**src/hw/rtl/bounded_stack_engine_assert.svh**
```systemverilog
// Assertion macros for the stack engine. The enclosing module must provide
// clk_i and rst_ni; checks are suspended while reset is asserted.
`ifndef BOUNDED_STACK_ENGINE_ASSERT_SVH
`define BOUNDED_STACK_ENGINE_ASSERT_SVH

// Consequent must hold in the same cycle as the antecedent.
`define BSE_ASSERT_NOW(lbl, ante, cons, msg) \
  lbl: assert property (@(posedge clk_i) disable iff (!rst_ni) (ante) |-> (cons)) \
    else $error(msg);

// Consequent must hold in the cycle after the antecedent.
`define BSE_ASSERT_NXT(lbl, ante, cons, msg) \
  lbl: assert property (@(posedge clk_i) disable iff (!rst_ni) (ante) |=> (cons)) \
    else $error(msg);

`endif

```
**src/hw/rtl/bse_pkg.sv**
```systemverilog
package bse_pkg;

  localparam int unsigned DepthDef = 16;
  localparam int unsigned DataW    = 32;
  localparam int unsigned KindW    = 3;
  localparam int unsigned StatusW  = 2;

  // Request opcodes. Code 7 is unused and treated as a no-op.
  typedef enum logic [KindW-1:0] {
    K_PUSH,
    K_POP,
    K_PEEK,
    K_MIN,
    K_MAX,
    K_REV,
    K_SORT
  } kind_e;

  typedef enum logic [StatusW-1:0] {
    ST_OK,
    ST_FULL,
    ST_EMPTY
  } status_e;

  typedef struct packed {
    kind_e                   kind;
    logic signed [DataW-1:0] value;
  } req_t;

  typedef struct packed {
    logic signed [DataW-1:0] data;
    status_e                 status;
  } res_t;

endpackage

```
**src/hw/rtl/bounded_stack_engine.sv**
```systemverilog
// Bounded LIFO stack of signed 32-bit words with push, pop, peek, minimum and
// maximum scans, in-place reversal and an ascending sort (bottom to top).
// The request channel (in_valid_i / in_stall_o) carries an opcode and a push
// word; a request is taken on a rising edge with valid high and stall low.
// Each request gives exactly one result on the result channel
// (out_valid_o / out_stall_i): data word, status, entry count and flags.
// All work goes through one stack memory (one write and one registered read
// port per cycle) and one shared signed comparator, run by a sequencer; the
// engine holds in_stall_o high until the current request has finished.
// Push, no-op, the empty-stack cases and reverse and sort of fewer than two
// words need no memory read; pop and peek wait on the registered memory read;
// min and max read the n stored words one at a time through the comparator;
// reverse swaps word pairs from both ends inward; sort is an insertion sort
// that shifts each larger neighbor up one slot. A new request can be taken
// as soon as the previous result has moved into the output register, even
// while it waits there.
// When out_stall_i is high the finished result is held steady in the output
// register, and a following request waits in its last step until it clears.
// Reset empties the stack and drops any pending result; no clearing is run.
`include "bounded_stack_engine_assert.svh"

module bounded_stack_engine #(
  parameter int unsigned DEPTH = bse_pkg::DepthDef
) (
  input  logic                                clk_i,
  input  logic                                rst_ni,
  input  logic                                in_valid_i,
  output logic                                in_stall_o,
  input  logic [bse_pkg::KindW-1:0]           in_kind_i,
  input  logic signed [bse_pkg::DataW-1:0]    in_value_i,
  output logic                                out_valid_o,
  input  logic                                out_stall_i,
  output logic signed [bse_pkg::DataW-1:0]    out_data_o,
  output logic [bse_pkg::StatusW-1:0]         out_status_o,
  output logic [$clog2(DEPTH+1)-1:0]          out_entries_o,
  output logic                                out_is_empty_o,
  output logic                                out_is_full_o
);
  import bse_pkg::*;

  localparam int unsigned CntW = $clog2(DEPTH + 1);

  logic            core_idle, core_done, out_free, accept;
  req_t            req;
  res_t            core_res;
  logic [CntW-1:0] core_cnt;

  // Output register state.
  logic            out_valid_q;
  res_t            out_res_q;
  logic [CntW-1:0] out_cnt_q;
  logic            out_empty_q;
  logic            out_full_q;

  // The engine takes a request only while its sequencer is idle; the
  // output register decouples it from a stalled receiver.
  assign in_stall_o = !core_idle;
  assign accept     = in_valid_i && !in_stall_o;
  assign req        = '{kind: kind_e'(in_kind_i), value: in_value_i};

  // The output register can take a new result when it is empty or when its
  // current result is being taken in this cycle.
  assign out_free = !out_valid_q || !out_stall_i;

  bse_core #(
    .DEPTH(DEPTH)
  ) u_core (
    .clk_i      (clk_i),
    .rst_ni     (rst_ni),
    .start_i    (accept),
    .req_i      (req),
    .res_ready_i(out_free),
    .idle_o     (core_idle),
    .done_o     (core_done),
    .res_o      (core_res),
    .cnt_o      (core_cnt)
  );

  // The flags are derived from the count after the operation, as it is
  // loaded into the output register.
  always_ff @(posedge clk_i or negedge rst_ni) begin
    if (!rst_ni) begin
      out_valid_q <= 1'b0;
      out_res_q   <= '{data: '0, status: ST_OK};
      out_cnt_q   <= '0;
      out_empty_q <= 1'b1;
      out_full_q  <= 1'b0;
    end else if (core_done && out_free) begin
      out_valid_q <= 1'b1;
      out_res_q   <= core_res;
      out_cnt_q   <= core_cnt;
      out_empty_q <= (core_cnt == '0);
      out_full_q  <= (core_cnt == CntW'(DEPTH));
    end else if (!out_stall_i) begin
      out_valid_q <= 1'b0;
    end
  end

  assign out_valid_o    = out_valid_q;
  assign out_data_o     = out_res_q.data;
  assign out_status_o   = out_res_q.status;
  assign out_entries_o  = out_cnt_q;
  assign out_is_empty_o = out_empty_q;
  assign out_is_full_o  = out_full_q;

  // Every accepted request leaves the sequencer busy in the cycle after acceptance.
  `BSE_ASSERT_NXT(a_busy_after_accept, accept, in_stall_o, "engine idle after accept")
  // An empty-stack result carries the all-ones word and the empty flag.
  `BSE_ASSERT_NOW(a_empty_result, out_valid_o && out_status_o == ST_EMPTY,
                  out_data_o == '1 && out_is_empty_o && out_entries_o == '0,
                  "bad empty-stack result")
  // A refused push is only reported against a full stack.
  `BSE_ASSERT_NOW(a_full_result, out_valid_o && out_status_o == ST_FULL,
                  out_is_full_o && out_entries_o == CntW'(DEPTH),
                  "refused push on non-full stack")

endmodule

```
**src/hw/rtl/bse_core.sv**
```systemverilog
module bse_core #(
  parameter int unsigned DEPTH = bse_pkg::DepthDef
) (
  input  logic                         clk_i,
  input  logic                         rst_ni,
  input  logic                         start_i,
  input  bse_pkg::req_t                req_i,
  input  logic                         res_ready_i,
  output logic                         idle_o,
  output logic                         done_o,
  output bse_pkg::res_t                res_o,
  output logic [$clog2(DEPTH+1)-1:0]   cnt_o
);
  import bse_pkg::*;

  localparam int unsigned CntW = $clog2(DEPTH + 1);
  localparam int unsigned AW   = $clog2(DEPTH);

  typedef enum logic [3:0] {
    S_IDLE,
    S_RDW,
    S_SCAN,
    S_REV_RHI,
    S_REV_WLO,
    S_REV_WHI,
    S_SRT_LD,
    S_SRT_CMP,
    S_SRT_PUT,
    S_DONE
  } state_e;

  state_e                  state_q, state_d;
  kind_e                   kind_q, kind_d;
  logic [CntW-1:0]         cnt_q, cnt_d;
  logic [CntW-1:0]         idx_q, idx_d;
  logic [CntW-1:0]         jdx_q, jdx_d;
  logic signed [DataW-1:0] key_q, key_d;
  logic signed [DataW-1:0] data_q, data_d;
  status_e                 status_q, status_d;

  logic signed [DataW-1:0] mem_q [DEPTH];
  logic signed [DataW-1:0] rd_q;
  logic                    we, re;
  logic [AW-1:0]           waddr, raddr;
  logic signed [DataW-1:0] wdata;

  logic [CntW-1:0]         cnt_dec, idx_inc, idx_dec, jdx_dec;
  logic signed [DataW-1:0] cmp_a, cmp_b;
  logic                    cmp_gt;

  assign cnt_dec = cnt_q - CntW'(1);
  assign idx_inc = idx_q + CntW'(1);
  assign idx_dec = idx_q - CntW'(1);
  assign jdx_dec = jdx_q - CntW'(1);

  // The single signed comparator shared by the scans and the sort.
  always_comb begin
    if (state_q == S_SCAN && kind_q == K_MIN) begin
      cmp_a = data_q;
      cmp_b = rd_q;
    end else if (state_q == S_SCAN) begin
      cmp_a = rd_q;
      cmp_b = data_q;
    end else begin
      cmp_a = rd_q;
      cmp_b = key_q;
    end
  end
  assign cmp_gt = cmp_a > cmp_b;

  always_comb begin
    state_d  = state_q;
    kind_d   = kind_q;
    cnt_d    = cnt_q;
    idx_d    = idx_q;
    jdx_d    = jdx_q;
    key_d    = key_q;
    data_d   = data_q;
    status_d = status_q;
    we       = 1'b0;
    re       = 1'b0;
    waddr    = idx_q[AW-1:0];
    raddr    = idx_q[AW-1:0];
    wdata    = rd_q;
    case (state_q)
      S_IDLE: begin
        if (start_i) begin
          kind_d   = req_i.kind;
          data_d   = '0;
          status_d = ST_OK;
          state_d  = S_DONE;
          case (req_i.kind)
            K_PUSH: begin
              if (cnt_q == CntW'(DEPTH)) begin
                status_d = ST_FULL;
              end else begin
                we    = 1'b1;
                waddr = cnt_q[AW-1:0];
                wdata = req_i.value;
                cnt_d = cnt_q + CntW'(1);
              end
            end
            K_POP, K_PEEK, K_MIN, K_MAX: begin
              if (cnt_q == '0) begin
                data_d   = '1;
                status_d = ST_EMPTY;
              end else if (req_i.kind == K_POP || req_i.kind == K_PEEK) begin
                re      = 1'b1;
                raddr   = cnt_dec[AW-1:0];
                state_d = S_RDW;
                if (req_i.kind == K_POP) begin
                  cnt_d = cnt_dec;
                end
              end else begin
                re      = 1'b1;
                raddr   = '0;
                idx_d   = '0;
                state_d = S_SCAN;
              end
            end
            K_REV: begin
              if (cnt_q > CntW'(1)) begin
                re      = 1'b1;
                raddr   = '0;
                idx_d   = '0;
                jdx_d   = cnt_dec;
                state_d = S_REV_RHI;
              end
            end
            K_SORT: begin
              if (cnt_q > CntW'(1)) begin
                re      = 1'b1;
                raddr   = AW'(1);
                idx_d   = CntW'(1);
                state_d = S_SRT_LD;
              end
            end
            default: begin
            end
          endcase
        end
      end
      S_RDW: begin
        data_d  = rd_q;
        state_d = S_DONE;
      end
      S_SCAN: begin
        if (idx_q == '0 || cmp_gt) begin
          data_d = rd_q;
        end
        idx_d = idx_inc;
        if (idx_inc == cnt_q) begin
          state_d = S_DONE;
        end else begin
          re    = 1'b1;
          raddr = idx_inc[AW-1:0];
        end
      end
      S_REV_RHI: begin
        key_d   = rd_q;
        re      = 1'b1;
        raddr   = jdx_q[AW-1:0];
        state_d = S_REV_WLO;
      end
      S_REV_WLO: begin
        we      = 1'b1;
        waddr   = idx_q[AW-1:0];
        wdata   = rd_q;
        state_d = S_REV_WHI;
      end
      S_REV_WHI: begin
        we    = 1'b1;
        waddr = jdx_q[AW-1:0];
        wdata = key_q;
        idx_d = idx_inc;
        jdx_d = jdx_dec;
        if (idx_inc < jdx_dec) begin
          re      = 1'b1;
          raddr   = idx_inc[AW-1:0];
          state_d = S_REV_RHI;
        end else begin
          state_d = S_DONE;
        end
      end
      S_SRT_LD: begin
        key_d   = rd_q;
        jdx_d   = idx_q;
        re      = 1'b1;
        raddr   = idx_dec[AW-1:0];
        state_d = S_SRT_CMP;
      end
      S_SRT_CMP: begin
        // Shift the larger neighbor up one slot and keep walking down.
        if (cmp_gt) begin
          we    = 1'b1;
          waddr = jdx_q[AW-1:0];
          wdata = rd_q;
          jdx_d = jdx_dec;
          if (jdx_dec == '0) begin
            state_d = S_SRT_PUT;
          end else begin
            re    = 1'b1;
            raddr = jdx_dec[AW-1:0] - AW'(1);
          end
        end else begin
          state_d = S_SRT_PUT;
        end
      end
      S_SRT_PUT: begin
        we    = 1'b1;
        waddr = jdx_q[AW-1:0];
        wdata = key_q;
        idx_d = idx_inc;
        if (idx_inc == cnt_q) begin
          state_d = S_DONE;
        end else begin
          re      = 1'b1;
          raddr   = idx_inc[AW-1:0];
          state_d = S_SRT_LD;
        end
      end
      S_DONE: begin
        if (res_ready_i) begin
          state_d = S_IDLE;
        end
      end
      default: begin
        state_d = S_IDLE;
      end
    endcase
  end

  always_ff @(posedge clk_i or negedge rst_ni) begin
    if (!rst_ni) begin
      state_q  <= S_IDLE;
      kind_q   <= K_PUSH;
      cnt_q    <= '0;
      idx_q    <= '0;
      jdx_q    <= '0;
      key_q    <= '0;
      data_q   <= '0;
      status_q <= ST_OK;
    end else begin
      state_q  <= state_d;
      kind_q   <= kind_d;
      cnt_q    <= cnt_d;
      idx_q    <= idx_d;
      jdx_q    <= jdx_d;
      key_q    <= key_d;
      data_q   <= data_d;
      status_q <= status_d;
    end
  end

  always_ff @(posedge clk_i) begin
    if (we) begin
      mem_q[waddr] <= wdata;
    end
    if (re) begin
      rd_q <= mem_q[raddr];
    end
  end

  assign idle_o = (state_q == S_IDLE);
  assign done_o = (state_q == S_DONE);
  assign res_o  = '{data: data_q, status: status_q};
  assign cnt_o  = cnt_q;

endmodule
```
**config.mk**
```make
export PLATFORM = sky130hd
export DESIGN_NAME = bounded_stack_engine
export DESIGN_NICKNAME = d
export VERILOG_FILES = /design/src/hw/rtl/bse_pkg.sv /design/src/hw/rtl/bounded_stack_engine.sv /design/src/hw/rtl/bse_core.sv
export VERILOG_INCLUDE_DIRS = /design/src /design/src/hw/rtl
export SDC_FILE = /design/constraint.sdc
export NUM_CORES = 1
export LEC_CHECK = 0
export BUFFER_PORTS_ARGS = -buffer_cell sky130_fd_sc_hd__buf_2
export CORE_MARGIN = 4
export CORE_UTILIZATION = 50
export CTS_BUF_LIST = sky130_fd_sc_hd__clkbuf_2 sky130_fd_sc_hd__clkbuf_4 sky130_fd_sc_hd__clkbuf_8
export DETAILED_ROUTE_END_ITERATION = 8
export GPL_TIMING_DRIVEN = 0
export PLACE_DENSITY = 0.71
export RECOVER_POWER = 100
export SYNTH_ARGS = -nofsm -noshare
export SYNTH_HDL_FRONTEND = slang
export SYNTH_SLANG_ARGS = --single-unit
```
**constraint.sdc**
```tcl
create_clock -name clk_i -period 7.5 [get_ports clk_i]
set_clock_uncertainty 0.15 [all_clocks]
set_input_delay 0.75 -clock clk_i [delete_from_list [all_inputs] [get_ports clk_i]]
set_output_delay 0.75 -clock clk_i [all_outputs]
set_load 0.005 [all_outputs]
```
======== Yosys cells after proc, flatten, opt, wreduce, memory -nomap -nowiden ========
Memories as Yosys holds them, arrays and structs flattened. A register that Yosys moved wholly into a read port is not among the register bits.
Index checks and enable logic that the tools add are counted.
Widths: inputs -> output; s select.
cells by class
  add/subtract/negate cells ............... 6
  magnitude comparators ................... 3
  eq/ne operators ......................... 36
  multiplexer cells ....................... 79
  reductions and logical operators ........ 31
operator list
  operator             count
  $mux 32              10
  $pmux 32 s3          1
  $mux 4               23
  $mux 5               13
  $pmux 32 s2          1
  $pmux 4 s10          1
  $pmux 4 s3           3
  $gt 32x32->1         1
  $pmux 4 s6           1
  $pmux 5 s2           2
  $pmux 5 s4           1
  $eq 4x3->1 const B   4
  $mux 1               16
  $ne 2x1->1 const B   8
  $logic_not 5->1      3
  $pmux 5 s3           1
  $reduce_and 7->1     2
  $add 5x1->5 const B  2
  $sub 5x1->5 const B  2
  $eq 3x2->1 const B   3
  $eq 3x3->1 const B   3
  $ne 3x3->1 const B   3
  $eq 4x2->1 const B   2
  $eq 4x4->1 const B   2
  other kinds (30)     47
word-level totals
  register bits after elaboration ......... 130
  RAM bits ................................ 512
  logic and storage cells ................. 170
  memories ................................ 1
memories
  memory        words  bits a word  rd ports  clocked after Yosys merged registers in  wr ports  RTL line        text
  u_core.mem_q  16     32           1         1                                        1         bse_core.sv:41  logic signed [DataW-1:0] mem_q [DEPTH];

======== Logic depth before layout (Yosys ltp) ========
Gate-level depths: netlist (run 1).
  word-level depth ........................ 8
  gate-level depth with buffers ........... 24
  depth with buffers taken out ............ 18

======== Modules after synthesis ========
A second synthesis (run 1) with hierarchy kept.
unflattened totals
  cells, all modules ...................... 2101
  area, all modules ....................... 29520.8 sq um
modules (own cells, without submodules)
  module                instances  cells an instance  area each (sq um)  seq. area each (sq um)
  bse_core              1          2002               27909.3            18537.8
  bounded_stack_engine  1          99                 1611.5             1052.3

======== Least setup slack after synthesis (run 1) ========
OpenSTA, ideal clock, no wires.
  path kind ............................... register -> register
  from .................................... register u_core.state_q[1]
  to ...................................... memory u_core.mem_q[0][0] (enable)
  setup time .............................. 421 ps
  arrival time ............................ 6019 ps
  required time ........................... 6929 ps
  slack ................................... 910 ps
  cell stages (with the launch flop) ...... 19
  path buffers ............................ 2
  clock period less this slack ............ 6590 ps
  cell sequence ........................... dfrtp_1 -> buf_1 -> clkinv_1 -> nor2_1 -> nand2_1 -> nor3_1 -> clkbuf_1 -> mux2_2 -> ha_1 -> nand4_1 -> or4_1 -> a21oi_1 -> o31a_1 -> a211oi_2 -> nor2b_1 -> o221ai_1 -> a222oi_1 -> nand2_1 -> nor2_1
on the way
  cells in the longest elaborated chain, start to end .. 8
ends and longest elaborated chain
  item                                                 RTL line                        text
  start, declared                                      bse_core.sv:32                  state_e state_q, state_d;
  start signal, assigned                               bse_core.sv:244                 state_q <= state_d;
  $eq 4x2->1                                           bse_core.sv:58, bse_core.sv:61
  $mux 32 / $logic_and 1x1->1 (equally long branches)  bse_core.sv:61, bse_core.sv:58
  $mux 32                                              bse_core.sv:58                  if (state_q == S_SCAN && kind_q == K_MIN) begin
  $gt 32x32->1                                         bse_core.sv:69                  assign cmp_gt = cmp_a > cmp_b;
  $mux 1                                               bse_core.sv:194                 if (cmp_gt) begin
  $pmux 1 s3                                           bse_core.sv:85                  case (state_q)
  $mux 1                                               bse_core.sv:256                 if (we) begin
  $mux 1 (implied by the code)                         bse_core.sv:257                 mem_q[waddr] <= wdata;
  end, declared                                        bse_core.sv:41
Several ways; a longest one is shown, not always the timed one.

======== Final worst setup path (run 1) ========
  from .................................... register u_core.state_q[1]
  to ...................................... register u_core.rd_q[29], read port of u_core.mem_q, data pin
on the way
  cells in the longest elaborated chain, start to end .. 6
ends and longest elaborated chain
  item                                                 RTL line                                        text
  $eq 4x2->1                                           bse_core.sv:58, bse_core.sv:61, bse_core.sv:85
  $mux 32 / $logic_and 1x1->1 (equally long branches)  bse_core.sv:61, bse_core.sv:58
  $mux 32                                              bse_core.sv:58
  $gt 32x32->1                                         bse_core.sv:69
  $mux 4 / $mux 1 (equally long branches)              bse_core.sv:194
  $pmux 4 s6 / $pmux 1 s5 (equally long branches)      bse_core.sv:85
  end, declared                                        bse_core.sv:42                                  logic signed [DataW-1:0] rd_q;
Several ways; a longest one is shown, not always the timed one.
A chain may end at the register's enable or synchronous reset.

==> impl_results.rst, run 1 <==
.. list-table::
   :header-rows: 1

   * - Metric
     - Value
   * - Kind of cell adding the most delay to the critical path
     - compound AO/OA/AOI/OAI gates
   * - Count of nets after finishing
     - 2644
   * - TritonCTS clock tree
     - yes
   * - Number of nets produced by synthesis
     - 2428
   * - Placement Rows
     - 89
   * - Synthesized flop and latch total
     - 674
   * - Post-synthesis cell type count
     - 68
   * - Global-route usage over all layers
     - 0.250
   * - Largest net degree at the start of global routing
     - 103
   * - Final global-route overflow total
     - 0
   * - Worst skew pair latency
     - 0.73 ns
   * - Worst min path class
     - input port to flip-flop
   * - Layout fillers
     - 4753
   * - Placed standard-cell area
     - 32000 sq um
   * - Vias per inst
     - 5.93
   * - DR pass1 iterations
     - 5
   * - Post-Syn Area
     - 30000 sq um
   * - Initial antenna violation count
     - 2
   * - Via Count
     - 20.3k
   * - Vert. Die Dim
     - 253 um
   * - Final total negative setup slack
     - 0 ns
   * - Mapped Cells
     - 2343
   * - TritonCTS sink count
     - 674
   * - Total DRC errors in the routed layout
     - 0
   * - Placeable core region
     - 59200 sq um
   * - Hold-critical path depth
     - 3
   * - Final hold violations
     - 0
   * - Global-route wire length before repair
     - 122 mm
   * - Number of pins exceeding their max-slew limit in the final report
     - 133
   * - Worst path slowest cell
     - sky130_fd_sc_hd__dfrtp_2
   * - Total Die Area
     - 64000 sq um
   * - Total of buffers placed on input and output ports
     - 80
   * - Crit path launch type
     - flip-flop
   * - RSZ-0062 raised after global routing
     - false
   * - F_max
     - 140 MHz
   * - CTS H-tree depth
     - 3
   * - Register area share after synthesis
     - 0.652
   * - Violated checks
     - capacitance limit, slew limit
   * - Worst path setup slack after routing
     - 0.340 ns
   * - Buffers and inverters on the worst path
     - 4
   * - Transition at the pin with the smallest max-transition slack
     - 2.50 ns
   * - Final Cell Area
     - 34300 sq um
   * - Number of cells traversed by the worst register-to-register path
     - 21
   * - Max Cap Violations
     - 2
   * - Share of cells above drive strength 1
     - 0.181
   * - Clock-pin slew on the worst setup and hold paths
     - 0.06 ns
   * - Final HPWL DP
     - 58.6 mm
   * - Number of buffers created by CTS
     - 104
   * - EDFF count, synth
     - 544
   * - Per-instance average area after synthesis
     - 12.8 sq um
   * - Post-detailed-routing wire length
     - 81.1 mm
   * - Top FF cell, synth
     - sky130_fd_sc_hd__edfxtp_1
   * - Utilization after layout
     - 0.579
   * - List of cells traversed by the critical path
     - clkbuf_1, nand2b_1, nor3_2, clkbuf_1, nand2_1, a21oi_1, a21oi_1, ha_1, a21oi_1, o21ai_0, a221o_1, o31a_1, a211oi_4, or2_1, buf_2, o21ai_0, a211oi_2, nand2_1, clkbuf_1, o32ai_1, a221o_1
   * - Root buf cell
     - sky130_fd_sc_hd__clkbuf_8
   * - Element type at the critical path end
     - flip-flop
   * - # setup viols final
     - 0
   * - Crit path DAT
     - 7.53 ns
   * - Vias in the first global route
     - 20.0k
   * - Maximum count of clock buffers along a single path
     - 3
   * - Maximum fanout along the worst path
     - 12
   * - Number of DRC markers after the initial detailed-route iteration
     - 1980
   * - RD Place Congestion
     - 0.916
   * - Detail Route Antenna Nets
     - 0
   * - Path length in cells of the critical path
     - 21
   * - Area overhead of the layout relative to synthesis
     - 14.3%
   * - Async set-or-reset flop fraction in the synthesized netlist
     - 0.193
   * - Crit path largest cell delay
     - 0.52 ns
   * - WP data required
     - 7.87 ns
   * - Number of warnings printed during yosys synthesis
     - 0
   * - Category of the critical setup timing path
     - flip-flop to flip-flop
   * - Die Width
     - 253 um
   * - Setup slack at placement
     - -1.76 ns
   * - Minimum period implied by the final worst setup slack
     - 7.16 ns
   * - Share of the clock period used by the worst path after layout
     - 0.955
   * - Initial core utilization
     - 0.507
   * - Num ports
     - 82
   * - Slew margin rel.
     - -0.667
   * - Commonest non-fill, non-tap cell in the layout
     - sky130_fd_sc_hd__edfxtp_1
   * - Commonest cells after routing, fill and taps aside
     - sky130_fd_sc_hd__edfxtp_1, sky130_fd_sc_hd__nand2_1, sky130_fd_sc_hd__a21oi_1
   * - Wire per inst
     - 23.7 um
   * - Outcome
     - finished, violations left
state kept, by name (all words and copies together) (netlist names), 3 cells and up:
signal / flops
out_data_o: 32
out_entries_o: 5
u_core.cnt_o: 5
u_core.data_q: 32
u_core.idx_q: 5
u_core.jdx_q: 5
u_core.key_q: 32
u_core.kind_q: 3
u_core.mem_q: 512
u_core.rd_q: 32
u_core.state_q: 4
cell type report:
| class | count | area, sq um | share of cell area |
|---|---|---|---|
| tap | 773 | 967 | 0.0282 |
| buffer | 159 | 737 | 0.0215 |
| timing repair buffer | 111 | 935 | 0.0272 |
| antenna | 1 | 2.50 | 0.0000729 |
| clock buffer | 141 | 1720 | 0.0500 |
| clock inverter | 51 | 498 | 0.0145 |
| inverter | 17 | 63.8 | 0.00186 |
| sequential | 674 | 19600 | 0.571 |
| multi-input combinational | 1492 | 9810 | 0.286 |
timing repair:
action	in CTS	in global routing
cloned	0	0
buffers inserted	7	5
setup endpoints to repair	563	347
pin swaps	9	4
hold buffers	1	0
hold endpoints to repair	27	0
resized for setup	33	2
path summary, 6_finish.rpt:
| path | from | end | slack, ns |
|---|---|---|---|
| setup / recovery | u_core.state_q[1]$_DFFE_PN0P_ | u_core.rd_q[29]$_DFFE_PP_ | 0.34 |
| hold / removal | out_stall_i | out_valid_o$_DFFE_PN0P_ | 0.17 |
| setup reg to reg | u_core.state_q[1]$_DFFE_PN0P_ | u_core.rd_q[29]$_DFFE_PP_ | 0.34 |
| hold reg to reg | out_is_empty_o$_DFFE_PN1P_ | out_is_empty_o$_DFFE_PN1P_ | 0.34 |
| max in group asynchronous | rst_ni | u_core.state_q[1]$_DFFE_PN0P_ | 2.94 |
| min in group asynchronous | rst_ni | u_core.idx_q[3]$_DFFE_PN0P_ | 0.89 |
kinds of logic (layout without fill, tap and decap cells):
logic type               after synthesis  in the layout  share of synthesized area
AND/OR/NAND/NOR                      685            685                      0.102
flip-flops                           674            674                      0.652
AO/OA/AOI/OAI                        535            535                      0.120
multiplexers                         199            199                     0.0718
buffers and inverters                177            479                     0.0257
adder cells (fa/ha/maj)               46             46                     0.0192
XOR/XNOR                              27             27                    0.00879
other                                  0              1                          0
metrics by stage:
| step | std cells | hold WS [ns] |
|---|---|---|
| floorplan | 2343 | 0.295 |
| global placement | 3196 | 0.310 |
| detailed placement | 3214 | 0.321 |
| CTS | 3414 | 0.118 |
| global route | 3419 | 0.157 |
| finish | 3419 | 0.171 |
routing by layer:
metal	up-vias	GRT usage	share of wire	wire length (um)
li1	9292	-	-	-
met1	9993	0.350	0.42	34200
met2	886	0.403	0.47	38000
met3	114	0.0441	0.084	6810
met4	0	0.0775	0.025	2040
met5	-	0	0	0
cell usage after synthesis, drive strengths merged (3+ instances only):
cell type | count | area share
ha | 46 | 0.019
o21ai | 37 | 0.0062
a22oi | 34 | 0.0085
inv | 16 | 0.0020
nor2 | 92 | 0.011
mux2i | 67 | 0.022
clkbuf | 100 | 0.013
o22ai | 12 | 0.0025
nor3 | 14 | 0.0023
o31ai | 5 | 0.0013
or2 | 3 | 0.00063
nand4 | 10 | 0.0021
o221ai | 5 | 0.0019
a221o | 34 | 0.011
a21oi | 166 | 0.028
buf | 60 | 0.011
nor2b | 5 | 0.0010
nor4b | 3 | 0.00088
and2 | 98 | 0.020
edfxtp | 544 | 0.54
a211oi | 105 | 0.026
nand2b | 9 | 0.0019
o32a | 4 | 0.0014
and3 | 36 | 0.0075
nor4 | 4 | 0.00083
nand3 | 18 | 0.0030
dfrtp | 129 | 0.11
a31oi | 75 | 0.016
xnor2 | 15 | 0.0044
nand2 | 384 | 0.048
o32ai | 33 | 0.0096
mux2 | 132 | 0.050
a21o | 5 | 0.0013
xor2 | 10 | 0.0029
or3 | 3 | 0.00063
worst register-to-register path, stage by stage, from the launching register on:
cell                       delay, ns
sky130_fd_sc_hd__dfrtp_2        0.52
sky130_fd_sc_hd__clkbuf_1       0.46
sky130_fd_sc_hd__nand2b_1       0.25
sky130_fd_sc_hd__nor3_2         0.49
sky130_fd_sc_hd__clkbuf_1       0.48
sky130_fd_sc_hd__nand2_1        0.11
sky130_fd_sc_hd__a21oi_1        0.13
sky130_fd_sc_hd__a21oi_1        0.06
sky130_fd_sc_hd__ha_1           0.32
sky130_fd_sc_hd__a21oi_1        0.19
sky130_fd_sc_hd__o21ai_0        0.14
sky130_fd_sc_hd__a221o_1        0.37
sky130_fd_sc_hd__o31a_1         0.38
sky130_fd_sc_hd__a211oi_4       0.45
sky130_fd_sc_hd__or2_1          0.18
sky130_fd_sc_hd__buf_2          0.17
sky130_fd_sc_hd__o21ai_0        0.13
sky130_fd_sc_hd__a211oi_2       0.49
sky130_fd_sc_hd__nand2_1        0.30
sky130_fd_sc_hd__clkbuf_1       0.41
sky130_fd_sc_hd__o32ai_1        0.52
sky130_fd_sc_hd__a221o_1        0.30
Power of run 1 is not shown: default switching activity piles up to over one toggle a cycle in this logic, so the estimate is an artifact.
==> run 2: changes to the inputs <==
- PLACE_DENSITY: 0.71 -> 0.74
- clock period: 7.5 -> 6.2 ns (I/O delays scaled with it)
==> run 2 against run 1 <==
First-iteration DRC count rose by 3.5%. Non-clock buffer count rose by 20. Via count rose by 1.6%. Cell area rose by 2.4%. Sequential share of layout area fell by 1.3 points. Fmax rose by 18%. Critical endpoint unchanged. Flip-flop and latch count did not move. Final cell count rose by 0.88%. Register-to-register slack got worse by 0.22 ns. Critical path depth rose by 1. Global-route usage rose by 0.080 points. The run still ends with capacitance limit, slew limit left. Highest routed layer unchanged.
==> impl_results.rst, run 2 (synthesis gave the netlist of run 1 again) <==
.. list-table::
   :header-rows: 1

   * - Metric
     - Value
   * - Worst min path class
     - input port to flip-flop
   * - Placement Rows
     - 89 (unchanged)
   * - RSZ-0062 raised after global routing
     - true
   * - # setup viols final
     - 0 (unchanged)
   * - Largest register FFs
     - 512 (unchanged)
   * - Tightest hold margin
     - 0.0627 ns (-0.108 ns)
   * - Share of the clock period used by the worst path after layout
     - 0.981 (+0.0268)
   * - Root buf cell
     - sky130_fd_sc_hd__clkbuf_8
   * - Layout fillers
     - 4578 (-3.7%)
   * - Number of buffers created by CTS
     - 107 (+2.9%)
   * - Outcome
     - finished, violations left
   * - Global-route wire length before repair
     - 123 mm (+0.63%)
   * - Detail Route Antenna Nets
     - 0 (unchanged)
   * - Utilization after layout
     - 0.593 (+0.0139)
   * - Via Count
     - 20.6k (+1.6%)
   * - Total DRC errors in the routed layout
     - 0 (unchanged)
   * - Final HPWL DP
     - 58.1 mm (-0.89%)
   * - Worst path setup slack after routing
     - 0.115 ns (-0.225 ns)
   * - Area of combinational cells with multiple inputs
     - 10100 sq um (+2.9%)
   * - Commonest non-fill, non-tap cell in the layout
     - sky130_fd_sc_hd__edfxtp_1
   * - Cell repeated most along the worst path
     - sky130_fd_sc_hd__buf_4
   * - WP data required
     - 6.48 ns (-1.39 ns)
   * - DR pass1 iterations
     - 5 (unchanged)
   * - Final hold violations
     - 0 (unchanged)
   * - TritonCTS sink count
     - 674 (unchanged)
   * - Total Die Area
     - 64000 sq um (unchanged)
   * - Transition at the pin with the smallest max-transition slack
     - 3.41 ns (+0.905 ns)
   * - Num ports
     - 82 (unchanged)
   * - Vias per inst
     - 5.97 (+0.70%)
   * - Number of pins exceeding their max-slew limit in the final report
     - 133 (unchanged)
   * - Wire per inst
     - 23.7 um (+0.10%)
   * - Final cell count without fillers
     - 3449 (+0.88%)
   * - Commonest cells after routing, fill and taps aside
     - sky130_fd_sc_hd__edfxtp_1, sky130_fd_sc_hd__nand2_1, sky130_fd_sc_hd__a21oi_1
   * - Crit path largest cell delay
     - 0.60 ns (+0.08 ns)
   * - Worst path slowest cell
     - sky130_fd_sc_hd__or4_4
   * - Minimum period implied by the final worst setup slack
     - 6.08 ns (-1.08 ns)
   * - TritonCTS clock tree
     - yes
   * - Number of DRC markers after the initial detailed-route iteration
     - 2049 (+3.5%)
   * - CTS H-tree depth
     - 3 (unchanged)
   * - Share of cells above drive strength 1
     - 0.214 (+0.0332)
   * - Die Width
     - 253 um (unchanged)
   * - Maximum fanout along the worst path
     - 14 (+2)
   * - Placeable core region
     - 59200 sq um (unchanged)
   * - Final global-route overflow total
     - 0 (unchanged)
   * - Initial antenna violation count
     - 4 (+2)
   * - Maximum count of clock buffers along a single path
     - 3 (unchanged)
   * - Post-detailed-routing wire length
     - 81.9 mm (+0.98%)
   * - Worst skew pair latency
     - 0.72 ns (about the same)
   * - Crit path DAT
     - 6.36 ns (-1.17 ns)
   * - Area used by sequential logic in the layout
     - 19600 sq um (about the same)
   * - Post-Place Cells
     - 3215 (+0.031%)
   * - Buffers and inverters on the worst path
     - 6 (+2)
   * - Element type at the critical path end
     - flip-flop
   * - Register ranked first by flip-flop count
     - u_core.mem_q
   * - List of cells traversed by the critical path
     - nor2_4, nand2_4, nor3_4, buf_4, buf_4, buf_6, mux2_2, ha_1, nand4_1, or4_4, a21oi_2, o31a_1, a211oi_4, buf_12, or2_1, buf_2, a21boi_0, o21ai_0, nand2_1, clkbuf_2, o32ai_1, a221o_1
   * - Slew margin rel.
     - -1.27 (-0.603)
   * - F_max
     - 164 MHz (+18%)
   * - Clock-pin slew on the worst setup and hold paths
     - 0.07 ns (about the same)
   * - Area overhead of the layout relative to synthesis
     - 17.0%
   * - Setup slack at placement
     - -3.08 ns (-1.32 ns)
   * - Initial core utilization
     - 0.507 (unchanged)
   * - Kind of cell adding the most delay to the critical path
     - simple AND/OR/NAND/NOR gates
   * - Max Cap Violations
     - 2 (unchanged)
   * - Crit path launch type
     - flip-flop
   * - Total of buffers placed on input and output ports
     - 80 (unchanged)
   * - Category of the critical setup timing path
     - flip-flop to flip-flop
   * - Largest net degree at the start of global routing
     - 71 (-31%)
   * - Vert. Die Dim
     - 253 um (unchanged)
   * - Violated checks
     - capacitance limit, slew limit
   * - Vias in the first global route
     - 20.7k (+3.2%)
   * - RD Place Congestion
     - 0.924 (+0.91%)
   * - Global-route usage over all layers
     - 0.251 (+0.000799)
   * - Count of nets after finishing
     - 2667 (+0.87%)
run 2: worst min-delay path: stages:
cell	delay (ns)
sky130_fd_sc_hd__buf_2	0.08
sky130_fd_sc_hd__nand2_1	0.07
sky130_fd_sc_hd__o21ai_0	0.09
run 2: final cells by class:
| class | instances | area share |
|---|---|---|
| sequential | 674 | 0.558 |
| multi-input combinational | 1492 | 0.287 |
| clock buffer | 141 | 0.0495 |
| timing repair buffer | 132 | 0.0371 |
| tap | 773 | 0.0275 |
| buffer | 158 | 0.0243 |
| clock inverter | 60 | 0.0148 |
| inverter | 17 | 0.00189 |
| antenna | 2 | 0.000142 |
run 2: routing by layer:
| layer | wire [um] | GRT usage | vias to the layer above | share of wire |
|---|---|---|---|---|
| met1 | 32400 | 0.332 | 10200 | 0.40 |
| met5 | 0 | 0 | - | 0 |
| met4 | 2500 | 0.0848 | 0 | 0.030 |
| met3 | 7700 | 0.0595 | 150 | 0.094 |
| met2 | 39300 | 0.411 | 969 | 0.48 |
| li1 | - | - | 9329 | - |
run 2: what timing repair did:
item / CTS / global route
hold endpoints to repair: 59 / 0
buffers inserted: 22 / 10
hold buffers: 1 / 0
setup endpoints to repair: 617 / 501
gates resized for setup: 73 / 100
pin swaps: 17 / 13
run 2: path summary, 6_finish.rpt:
kind,cells after the start,from,slack [ns],end
max,22,u_core.state_q[0]$_DFFE_PN0P_,0.12,u_core.rd_q[29]$_DFFE_PP_
min,3,out_stall_i,0.06,out_valid_o$_DFFE_PN0P_
max reg2reg,22,u_core.state_q[0]$_DFFE_PN0P_,0.12,u_core.rd_q[29]$_DFFE_PP_
min reg2reg,2,u_core.status_q[1]$_DFFE_PN0P_,0.33,u_core.status_q[1]$_DFFE_PN0P_
max in group asynchronous,3,rst_ni,1.41,out_data_o[7]$_DFFE_PN0P_
min in group asynchronous,2,rst_ni,1.45,u_core.state_q[1]$_DFFE_PN0P_
run 2: metrics by stage:
stage               setup TNS (ns)  cell area [sq um]
floorplan                  -156.17              30000
global placement          -2043.64              31400
detailed placement        -1245.96              32000
CTS                              0              34800
global route                -0.224              35100
finish                           0              35100
Power of run 2 is left out for the same reason.
